--- config.mk ---
export PLATFORM = sky130hd
export DESIGN_NAME = ethernet_ip_l4_header_parser
export DESIGN_NICKNAME = d
export VERILOG_FILES = /design/src/rtl/ethl4_pkg.sv /design/src/rtl/ethl4_capture.sv /design/src/rtl/ethl4_counter.sv /design/src/rtl/ethernet_ip_l4_header_parser.sv
export SDC_FILE = /design/constraint.sdc
export NUM_CORES = 1
export LEC_CHECK = 0
export BUFFER_PORTS_ARGS = -buffer_cell sky130_fd_sc_hd__clkbuf_2
export CAP_MARGIN = 0
export CORE_AREA = 4 4 221 244
export CTS_CLUSTER_SIZE = 10
export DETAILED_ROUTE_END_ITERATION = 8
export DIE_AREA = 0 0 225 248
export PLACE_DENSITY = 0.72
export SETUP_SLACK_MARGIN = 0.2
export SKIP_CTS_REPAIR_TIMING = 1
export SYNTH_ARGS = -nofsm -noshare
export SYNTH_HDL_FRONTEND = slang
export SYNTH_HIERARCHICAL = 1
export SYNTH_SLANG_ARGS = --single-unit
export TNS_END_PERCENT = 5
--- constraint.sdc ---
create_clock -name clock -period 13.6 [get_ports clock]
set_input_delay 2.04 -clock clock [delete_from_list [all_inputs] [get_ports clock]]
set_output_delay 2.04 -clock clock [all_outputs]
set_load 0.005 [all_outputs]
--- src/rtl/ethl4_pkg.sv ---
// Shared types and constants for the Ethernet/IPv4/L4 header parser.
package ethl4_pkg;

   localparam int unsigned MAX_FRAME_BYTES_DEF = 65536;
   localparam logic [15:0] ETHERTYPE_IPV4      = 16'h0800;
   localparam int unsigned ETH_HEADER_BYTES    = 14;
   localparam logic [7:0]  PROTO_TCP           = 8'd6;
   localparam logic [7:0]  PROTO_UDP           = 8'd17;
   localparam logic [7:0]  FLAG_MASK           = 8'h3F;
   localparam logic [7:0]  NIBBLE_MASK         = 8'h0F;
   localparam logic [31:0] COUNT_MAX           = 32'hFFFF_FFFF;
   localparam int unsigned RSP_DATA_W          = 192;

   typedef enum logic [1:0] {
      CLASS_NON_IP   = 2'd0,
      CLASS_TCP      = 2'd1,
      CLASS_UDP      = 2'd2,
      CLASS_OTHER_IP = 2'd3
   } class_type;

   typedef struct packed {
      logic [5:0]  tcp_flag_bits;
      logic [15:0] dest_port;
      logic [15:0] source_port;
      logic [31:0] dest_address;
      logic [31:0] source_address;
      logic [7:0]  ip_protocol;
      logic [7:0]  time_to_live;
      logic [15:0] ip_total_length;
      logic [3:0]  ip_header_words;
      logic [15:0] ether_type;
   } fields_type;

endpackage

--- src/rtl/ethl4_capture.sv ---
// Byte position tracking and per-frame header field capture.
module ethl4_capture #(
   parameter int unsigned MAX_FRAME_BYTES = ethl4_pkg::MAX_FRAME_BYTES_DEF
) (
   input  logic                   clock,
   input  logic                   reset,
   input  logic                   advance,
   input  logic [7:0]             frame_byte,
   input  logic                   last_byte,
   output ethl4_pkg::fields_type  fields_view
);

   localparam int unsigned POS_W = $clog2(MAX_FRAME_BYTES + 1);

   logic [POS_W-1:0]      pos_ff, pos_in;
   ethl4_pkg::fields_type fields_ff, fields_in, nxt;
   logic                  in_range;
   logic [POS_W-1:0]      l4;

   assign in_range = pos_ff < POS_W'(MAX_FRAME_BYTES);

   always_comb begin
      nxt = fields_ff;
      l4  = '0;
      if (in_range) begin
         if (pos_ff == POS_W'(12)) nxt.ether_type[15:8] = frame_byte;
         if (pos_ff == POS_W'(13)) nxt.ether_type[7:0]  = frame_byte;
         if (pos_ff == POS_W'(14)) nxt.ip_header_words =
            4'(frame_byte & ethl4_pkg::NIBBLE_MASK);
         if (pos_ff == POS_W'(16)) nxt.ip_total_length[15:8] = frame_byte;
         if (pos_ff == POS_W'(17)) nxt.ip_total_length[7:0]  = frame_byte;
         if (pos_ff == POS_W'(22)) nxt.time_to_live = frame_byte;
         if (pos_ff == POS_W'(23)) nxt.ip_protocol  = frame_byte;
         if (pos_ff == POS_W'(26)) nxt.source_address[31:24] = frame_byte;
         if (pos_ff == POS_W'(27)) nxt.source_address[23:16] = frame_byte;
         if (pos_ff == POS_W'(28)) nxt.source_address[15:8]  = frame_byte;
         if (pos_ff == POS_W'(29)) nxt.source_address[7:0]   = frame_byte;
         if (pos_ff == POS_W'(30)) nxt.dest_address[31:24]   = frame_byte;
         if (pos_ff == POS_W'(31)) nxt.dest_address[23:16]   = frame_byte;
         if (pos_ff == POS_W'(32)) nxt.dest_address[15:8]    = frame_byte;
         if (pos_ff == POS_W'(33)) nxt.dest_address[7:0]     = frame_byte;
         l4 = POS_W'(ethl4_pkg::ETH_HEADER_BYTES) + POS_W'({nxt.ip_header_words, 2'b00});
         if (pos_ff == l4)               nxt.source_port[15:8] = frame_byte;
         if (pos_ff == l4 + POS_W'(1))   nxt.source_port[7:0]  = frame_byte;
         if (pos_ff == l4 + POS_W'(2))   nxt.dest_port[15:8]   = frame_byte;
         if (pos_ff == l4 + POS_W'(3))   nxt.dest_port[7:0]    = frame_byte;
         if (pos_ff == l4 + POS_W'(13))  nxt.tcp_flag_bits =
            6'(frame_byte & ethl4_pkg::FLAG_MASK);
      end
   end

   assign fields_view = nxt;

   always_comb begin
      pos_in    = pos_ff;
      fields_in = fields_ff;
      if (advance) begin
         if (last_byte) begin
            pos_in    = '0;
            fields_in = '0;
         end else begin
            fields_in = nxt;
            if (in_range) pos_in = pos_ff + POS_W'(1);
         end
      end
   end

   always_ff @(posedge clock) begin
      if (reset) begin
         pos_ff    <= '0;
         fields_ff <= '0;
      end else begin
         pos_ff    <= pos_in;
         fields_ff <= fields_in;
      end
   end

endmodule

--- src/rtl/ethl4_counter.sv ---
// Saturating per-class frame counters.
module ethl4_counter (
   input  logic                  clock,
   input  logic                  reset,
   input  logic                  bump,
   input  ethl4_pkg::class_type  frame_class,
   output logic [31:0]           count_next
);

   logic [31:0] count_ff [4];
   logic [31:0] count_in [4];
   logic [31:0] cur;

   assign cur        = count_ff[frame_class];
   assign count_next = (cur == ethl4_pkg::COUNT_MAX) ? cur : cur + 32'd1;

   always_comb begin
      for (int i = 0; i < 4; i++) count_in[i] = count_ff[i];
      if (bump) count_in[frame_class] = count_next;
   end

   always_ff @(posedge clock) begin
      if (reset) begin
         for (int i = 0; i < 4; i++) count_ff[i] <= '0;
      end else begin
         for (int i = 0; i < 4; i++) count_ff[i] <= count_in[i];
      end
   end

endmodule

--- src/rtl/ethernet_ip_l4_header_parser.sv ---
// Top level of the Ethernet II / IPv4 / TCP / UDP header parser.
// Takes one frame byte per cycle on the req_ stream, tlast marking the final byte, and
// returns one result word per frame on the rsp_ stream from a result register loaded as
// the capture stage takes that final byte: frame class in tuser, captured header fields and the
// saturating count of frames of that class in tdata. Bytes flow at one per cycle through an
// input register and a capture stage; req_tready drops only while a final byte waits in the
// input register behind a result that has not yet been taken. MAX_FRAME_BYTES sets where the
// byte position stops counting; bytes beyond it load nothing.
module ethernet_ip_l4_header_parser #(
   parameter int unsigned MAX_FRAME_BYTES = ethl4_pkg::MAX_FRAME_BYTES_DEF
) (
   input  logic                             clock,
   input  logic                             reset,
   input  logic                             req_tvalid,
   output logic                             req_tready,
   input  logic [7:0]                       req_tdata,  // [7:0] frame_byte
   input  logic                             req_tlast,  // last_byte
   output logic                             rsp_tvalid,
   input  logic                             rsp_tready,
   // [15:0] ether_type, [19:16] ip_header_words, [35:20] ip_total_length,
   // [43:36] time_to_live, [51:44] ip_protocol, [83:52] source_address,
   // [115:84] dest_address, [131:116] source_port, [147:132] dest_port,
   // [153:148] tcp_flag_bits, [185:154] class_count, [191:186] zero
   output logic [ethl4_pkg::RSP_DATA_W-1:0] rsp_tdata,
   output logic [1:0]                       rsp_tuser   // [1:0] frame_class
);

   logic                  in_valid_ff, in_valid_in;
   logic [7:0]            in_byte_ff;
   logic                  in_last_ff;
   logic                  advance, load;
   ethl4_pkg::fields_type view, shown;
   ethl4_pkg::class_type  cls;
   logic                  is_ip;
   logic [31:0]           count_next;
   logic                  rsp_valid_ff, rsp_valid_in;
   logic [ethl4_pkg::RSP_DATA_W-1:0] rsp_data_ff;
   ethl4_pkg::class_type  rsp_class_ff;

   assign advance    = in_valid_ff && (!in_last_ff || !rsp_valid_ff || rsp_tready);
   assign load       = advance && in_last_ff;
   assign req_tready = !in_valid_ff || advance;
   assign in_valid_in = req_tready ? req_tvalid : in_valid_ff;

   always_ff @(posedge clock) begin
      if (reset) in_valid_ff <= 1'b0;
      else       in_valid_ff <= in_valid_in;
   end

   always_ff @(posedge clock) begin
      if (req_tvalid && req_tready) begin
         in_byte_ff <= req_tdata;
         in_last_ff <= req_tlast;
      end
   end

   ethl4_capture #(
      .MAX_FRAME_BYTES(MAX_FRAME_BYTES)
   ) u_capture (
      .clock      (clock),
      .reset      (reset),
      .advance    (advance),
      .frame_byte (in_byte_ff),
      .last_byte  (in_last_ff),
      .fields_view(view)
   );

   always_comb begin
      is_ip = view.ether_type == ethl4_pkg::ETHERTYPE_IPV4;
      if (!is_ip)                                  cls = ethl4_pkg::CLASS_NON_IP;
      else if (view.ip_protocol == ethl4_pkg::PROTO_TCP) cls = ethl4_pkg::CLASS_TCP;
      else if (view.ip_protocol == ethl4_pkg::PROTO_UDP) cls = ethl4_pkg::CLASS_UDP;
      else                                         cls = ethl4_pkg::CLASS_OTHER_IP;
   end

   ethl4_counter u_counter (
      .clock      (clock),
      .reset      (reset),
      .bump       (load),
      .frame_class(cls),
      .count_next (count_next)
   );

   always_comb begin
      shown = view;
      if (!is_ip) begin
         shown.ip_header_words = '0;
         shown.ip_total_length = '0;
         shown.time_to_live    = '0;
         shown.ip_protocol     = '0;
         shown.source_address  = '0;
         shown.dest_address    = '0;
      end
      if (cls != ethl4_pkg::CLASS_TCP && cls != ethl4_pkg::CLASS_UDP) begin
         shown.source_port = '0;
         shown.dest_port   = '0;
      end
      if (cls != ethl4_pkg::CLASS_TCP) shown.tcp_flag_bits = '0;
   end

   assign rsp_valid_in = load ? 1'b1 : (rsp_tready ? 1'b0 : rsp_valid_ff);

   always_ff @(posedge clock) begin
      if (reset) rsp_valid_ff <= 1'b0;
      else       rsp_valid_ff <= rsp_valid_in;
   end

   always_ff @(posedge clock) begin
      if (load) begin
         rsp_data_ff  <= {6'd0, count_next, shown};
         rsp_class_ff <= cls;
      end
   end

   assign rsp_tvalid = rsp_valid_ff;
   assign rsp_tdata  = rsp_data_ff;
   assign rsp_tuser  = rsp_class_ff;

   a_rsp_from_last: assert property (@(posedge clock) disable iff (reset)
      $rose(rsp_valid_ff) |-> $past(load))
      else $error("result raised without a final byte");

   a_count_nonzero: assert property (@(posedge clock) disable iff (reset)
      rsp_valid_ff |-> (rsp_data_ff[185:154] != 32'd0))
      else $error("class count zero on a result");

   a_flags_tcp_only: assert property (@(posedge clock) disable iff (reset)
      (rsp_valid_ff && rsp_class_ff != ethl4_pkg::CLASS_TCP) |->
         (rsp_data_ff[153:148] == 6'd0))
      else $error("TCP flags on a non-TCP result");

   a_stall_cause: assert property (@(posedge clock) disable iff (reset)
      !req_tready |-> (in_valid_ff && in_last_ff && rsp_valid_ff && !rsp_tready))
      else $error("input stalled without a held result");

endmodule
==> impl_metrics.tcl, run 1 <==
set metrics [dict create \
    design_area_um2 25800 \
    p_per_area_nw_per_um2 120 \
    pin_count 209 \
    std_cell_rows 87 \
    gp_congestion 0.903 \
    slowest_delay_ns 0.89 \
    gr-usage-all-layers 0.213 \
    grt_pass1_vias 16427 \
    drt-vias-per-instance 5.82 \
    grt_max_degree 121 \
    fin_cells 2938 \
    root_buffer "clkbuf_16" \
    crit_path_cell_trace "nor4_2 > nand3_1 > nor3_1 > and3_1 > mux2_2 > nor4_1 > nand4_1 > and2_2 > buf_4 > mux4_2 > nand4_1 > or4_1 > nor3_4 > mux2i_1 > inv_1" \
    period_needed_ns 7.69 \
    cp.required_ns 13.95 \
    die_h_um 248 \
    cts_made_buffers 57 \
    final_antenna_net_count 0 \
    tns_ns 0 \
    power_frac_seq 0.511 \
    antennaDiodeCount 0 \
    cap_viol_max_count 0 \
    synth_edf_count 197 \
    dp_hpwl_um 38900 \
    synth-seq-cells 498 \
    irDropWorstVdd_mv 0.117 \
    portBuffers 202 \
    drive_gt1_frac 0.220 \
    slew_headroom 0.202 \
    crit_family "simple AND/OR/NAND/NOR gates" \
    clk_pin_slew_ns 0.06 \
    start_kind "flop" \
    dp_cells 2833 \
    first_iter_violations 1371 \
    overflow 0 \
    internal_power_mw 2.41 \
    htreeDepth 2 \
    initial_core_util 0.447 \
    setup_slack_ns 5.91 \
    antenna_found_initial 1 \
    leakagePower_nw 9.06 \
    drc 0 \
    whs_ns 0.462 \
    final_max_slew_viol_count 0 \
    dr.pass1.iters 7 \
    clock_insertion_delay_worst_skew_ns 0.61 \
    max_freq_mhz 130 \
    setup_violations 0 \
    clock-sinks 498 \
    path_common_cell "nand4_1" \
    synth-main-ff-cell "dfxtp_1" \
    nets 2246 \
    async_flop_share 0 \
    cp_slowest_cell "or4_1" \
    rsz0062_at_grt "no" \
    clock_path_buffers 3 \
    vias 17092 \
    timing.rr.start "u_capture/pos_ff[10]" \
    cp_num_buf_inv 2 \
    p_sw_frac 0.223 \
    cts_tree "yes" \
    p_comb_frac 0.040 \
    dp_slack_ns 6.04 \
    pwr-share-clk 0.448 \
    synth_cell_type_count 87 \
    wl_um 61600 \
    n_fill_cell 4554 \
    synth_warnings 6 \
    area_growth_pct 12.5 \
    route.detailed.wl_per_inst_um 21.0 \
    netlist_area_um2 22900 \
    p_sw_uw 692 \
    die-area_um2 55800 \
    critPathLaunch "u_capture/pos_ff[10]" \
    hold_path.class "flop to flop" \
    cp-end-kind "flop" \
    skew_ns 0.0366 \
    core_area_um2 51300 \
    critical_path_class "flop to flop" \
    min_period_over_period 0.565 \
    hold_start "u_capture/fields_ff[131]" \
    ys_seq_area_frac 0.521 \
    hold_viol 0 \
    chipWidth_um 225 \
    syn_inst 2123 \
    grt_pass1_wl_um 95200 \
    worst_slew_pin_slew_ns 1.20 \
    placed_cell_area_um2 24100 \
    status "finished clean" \
    crit_fanout 41 \
    arrival_ns 8.04 \
    avgSynthCellArea_um2 10.8 \
]
==> placed cells by master (no fill, tap or decap), types with 57 or more instances in the layout <==
| cell type | instances |
|---|---|
| dfxtp_1 | 301 |
| nor2_1 | 255 |
| clkbuf_2 | 201 |
| edfxtp_1 | 197 |
| mux2_2 | 133 |
| and2_1 | 122 |
| nor2b_1 | 100 |
| a21oi_1 | 86 |
| a211oi_1 | 86 |
| a22oi_1 | 81 |
| nand3_1 | 61 |
| clkbuf_16 | 58 |
| nand2_1 | 57 |
==> synth_stat cells (9+ instances only) <==
| master | instances | area, um2 |
|---|---|---|
| nand4_1 | 16 | 100 |
| nor2_1 | 258 | 968 |
| o21ai_1 | 15 | 75.1 |
| nor4_1 | 9 | 56.3 |
| buf_6 | 16 | 180 |
| mux4_2 | 24 | 541 |
| mux2_2 | 133 | 1500 |
| nor3_1 | 18 | 90.1 |
| xor2_1 | 22 | 193 |
| buf_4 | 10 | 75.1 |
| a41oi_1 | 16 | 140 |
| dfxtp_1 | 301 | 6030 |
| a211oi_1 | 86 | 646 |
| mux2_1 | 12 | 135 |
| xnor2_1 | 21 | 184 |
| nand2b_1 | 21 | 131 |
| o211ai_1 | 12 | 90.1 |
| nand3_1 | 61 | 305 |
| buf_2 | 29 | 145 |
| nor2b_1 | 101 | 632 |
| a21oi_1 | 86 | 430 |
| clkbuf_1 | 122 | 458 |
| nand2_1 | 57 | 214 |
| inv_1 | 42 | 158 |
| and2_1 | 123 | 769 |
| and3_1 | 23 | 144 |
| a31oi_1 | 12 | 75.1 |
| a311oi_1 | 27 | 236 |
| o21ai_0 | 17 | 85.1 |
| a22oi_1 | 81 | 608 |
| mux2i_1 | 10 | 100 |
| o22ai_1 | 9 | 56.3 |
| edfxtp_1 | 197 | 5920 |
==> metal layers <==
layer	routed length (um)	GRT usage	share of wire
met5	0	0	0
met3	4070	0.0387	0.066
met1	25200	0.274	0.41
met4	2110	0.0697	0.034
met2	30100	0.364	0.49
==> stage by stage <==
step | utilization | power, mW
after floorplan | - | 1.69
after global placement | 0.470 | 1.74
after detailed placement | 0.470 | 1.74
after CTS | 0.503 | 3.13
after global routing | 0.503 | 3.20
final | 0.503 | 3.10
==> flip-flops by register name, summed over array words and instances (netlist names) <==
register,cells
in_byte_ff,8
in_last_ff,1
in_valid_ff,1
rsp_tdata,186
rsp_tuser,2
rsp_tvalid,1
u_capture/fields_ff,154
u_capture/pos_ff,17
u_counter/count_ff,128
==> path summary, 6_finish.rpt <==
path                                            endpoint  slack [ns]  cells after the start
worst min register to register  u_capture/fields_ff[131]        0.46                      2
worst max register to register            rsp_tdata[155]        5.91                     15
worst max-delay path                      rsp_tdata[155]        5.91                     15
worst min-delay path            u_capture/fields_ff[131]        0.46                      2
==> layout make-up <==
cell class              instances  area, um2  share of cell area
well taps                     667        835              0.0324
inverters                      44        165             0.00641
clock inverters                 6       65.1             0.00252
flip-flops and latches        498      11900               0.463
multi-input cells            1399       9970               0.387
repair buffers                225       1190              0.0462
clock buffers                  99       1620              0.0627
==> worst min-delay path, stage by stage (launching register included) <==
cell     delay, ns
dfxtp_1       0.31
nand3_1       0.06
a21oi_1       0.05
==> kinds of logic after synthesis <==
group                    after synthesis  share of synthesized area
AND/OR/NAND/NOR                      743                      0.171
flip-flops                           498                      0.521
AO/OA/AOI/OAI                        410                      0.130
buffers and inverters                231                     0.0470
multiplexers                         187                      0.108
XOR/XNOR                              44                     0.0171
adder cells (fa/ha/maj)                9                    0.00481
other                                  1                   0.000164
==> power groups by stage <==
stage	registers, mW	logic [mW]	clock network, mW
CTS	1.59	0.125	1.42
detailed placement	1.62	0.124	0
global route	1.59	0.134	1.48
floorplan	1.62	0.0665	0
finish	1.58	0.125	1.39
global placement	1.62	0.122	0
No activity file was read; power rests on OpenSTA's default activity.
==> run 2: changes to the inputs <==
Clock period 13.6 ns to 7.4 ns, I/O delays scaled along.
==> run 2 against run 1 <==
  * Sequential share of layout area is 0.19 points lower
  * Count of clock-buffer cells in the layout increased by 2
  * Utilization rose by 0.21 points
  * Critical path depth is 1 lower
  * Combinational power grew 82%
  * Routed wire length up 0.66%
  * Clock power increased by 87%
  * Maximum frequency increased by 17%
  * Sequential cell count unchanged
  * Cell count rose by 0.31%
  * Sequential power rose by 85%
  * Critical path type unchanged
  * Largest cell class unchanged
==> impl_metrics.tcl, run 2 (same netlist as run 1, synthesis figures left out) <==
set metrics [dict create \
    status "finished clean" \
    utilization 0.505 \
    cp-end-kind "flop" \
    drt-vias-per-instance 5.74 \
    antennaDiodeCount 0 \
    portBuffers 202 \
    setup_slack_ns 0.826 \
    whs_ns 0.459 \
    critical_path_class "flop to flop" \
    root_buffer "clkbuf_16" \
    dr.pass1.iters 5 \
    multiInputGateArea_um2 9970 \
    pin_count 209 \
    cts_tree "yes" \
    chipWidth_um 225 \
    arrival_ns 6.93 \
    grt_max_degree 134 \
    drc 0 \
    ff_latch_area_um2 11900 \
    largest_reg_flops 186 \
    cp.required_ns 7.76 \
    n_fill_cell 4519 \
    worst_slew_pin_slew_ns 1.21 \
    vias 16905 \
    cap_viol_max_count 0 \
    crit_fanout 36 \
    min_period_over_period 0.888 \
    drive_gt1_frac 0.224 \
    max_freq_mhz 152 \
    hold_path.class "flop to flop" \
    skew_ns 0.0405 \
    nets 2256 \
    cts_made_buffers 57 \
    clk_pin_slew_ns 0.06 \
    gr-usage-all-layers 0.215 \
    slowest_delay_ns 0.69 \
    std_cell_rows 87 \
    overflow 0 \
    area_growth_pct 13.0 \
    route.detailed.wl_per_inst_um 21.0 \
    wl_um 62000 \
    grt_pass1_wl_um 96000 \
    die_h_um 248 \
    tns_ns 0 \
    htreeDepth 2 \
    period_needed_ns 6.57 \
    crit_path_cell_trace "nor3_1 > and4_1 > nand3_1 > mux2_2 > nor4_1 > and4_2 > and2_4 > buf_4 > mux4_1 > and3_1 > nand4_2 > nor3_4 > mux2i_1 > inv_1" \
    dp_hpwl_um 39700 \
    initial_core_util 0.447 \
    layout_common_cells "301 x dfxtp_1, 255 x nor2_1, 201 x clkbuf_2" \
    final_common_cell "dfxtp_1" \
    first_iter_violations 1290 \
    start_kind "flop" \
    antenna_found_initial 0 \
    dp_slack_ns 0.540 \
    irDropWorstVdd_mv 0.171 \
    cp_slowest_cell "nor3_4" \
    final_max_slew_viol_count 0 \
    die-area_um2 55800 \
    gp_congestion 0.932 \
    clock_path_buffers 3 \
    leakagePower_nw 9.13 \
    hold_viol 0 \
    grt_pass1_vias 16475 \
    rsz0062_at_grt "no" \
    final_antenna_net_count 0 \
    core_area_um2 51300 \
    p_per_area_nw_per_um2 222 \
    clock-sinks 498 \
    setup_violations 0 \
    clock_insertion_delay_worst_skew_ns 0.62 \
    slew_headroom 0.196 \
]
==> run 2: power by group <==
group	total, mW	leakage [nW]	switching, mW	internal [mW]
Sequential	2.92	4.10	0.0243	2.89
Combinational	0.227	4.21	0.166	0.0611
Clock	2.60	0.815	1.09	1.51
Total	5.74	9.13	1.28	4.46
==> run 2: cell type report <==
cell class / instances / share of cell area
clock buffers: 101 / 0.0643
clock inverters: 3 / 0.00184
multi-input cells: 1399 / 0.385
flip-flops and latches: 498 / 0.461
well taps: 667 / 0.0322
inverters: 44 / 0.00638
repair buffers: 235 / 0.0490
==> run 2: metrics by stage <==
stage / power, mW / std cells / cell area (um2)
finish: 5.74 / 2947 / 25900
CTS: 5.80 / 2947 / 25900
floorplan: 3.09 / 2128 / 22900
global placement: 3.20 / 2843 / 24200
detailed placement: 3.20 / 2843 / 24200
global route: 5.94 / 2947 / 25900
==> run 2: path summary, 6_finish.rpt <==
path                                               start                  endpoint  slack, ns  cells past startpoint
worst max-delay path                 u_capture/pos_ff[6]            rsp_tdata[155]       0.83                     14
worst min-delay path            u_counter/count_ff[0][7]  u_counter/count_ff[0][7]       0.46                      2
worst max register to register       u_capture/pos_ff[6]            rsp_tdata[155]       0.83                     14
worst min register to register  u_counter/count_ff[0][7]  u_counter/count_ff[0][7]       0.46                      2
==> run 2: worst max-delay path, delay by kind of cell, from the launching register on <==
| kind | cells | cell delay [ns] |
|---|---|---|
| buf+inv | 2 | 0.32 |
| simple gates | 9 | 4.12 |
| mux | 3 | 1.35 |
| flops | 1 | 0.46 |
==> run 2: layer usage <==
layer | vias up | share of wire | track usage | wire length (um)
li1 | 7914 | - | - | -
met1 | 8234 | 0.42 | 0.285 | 25900
met2 | 633 | 0.49 | 0.367 | 30500
met3 | 124 | 0.062 | 0.0280 | 3830
met4 | 0 | 0.028 | 0.0681 | 1750
met5 | - | 0 | 0 | 0
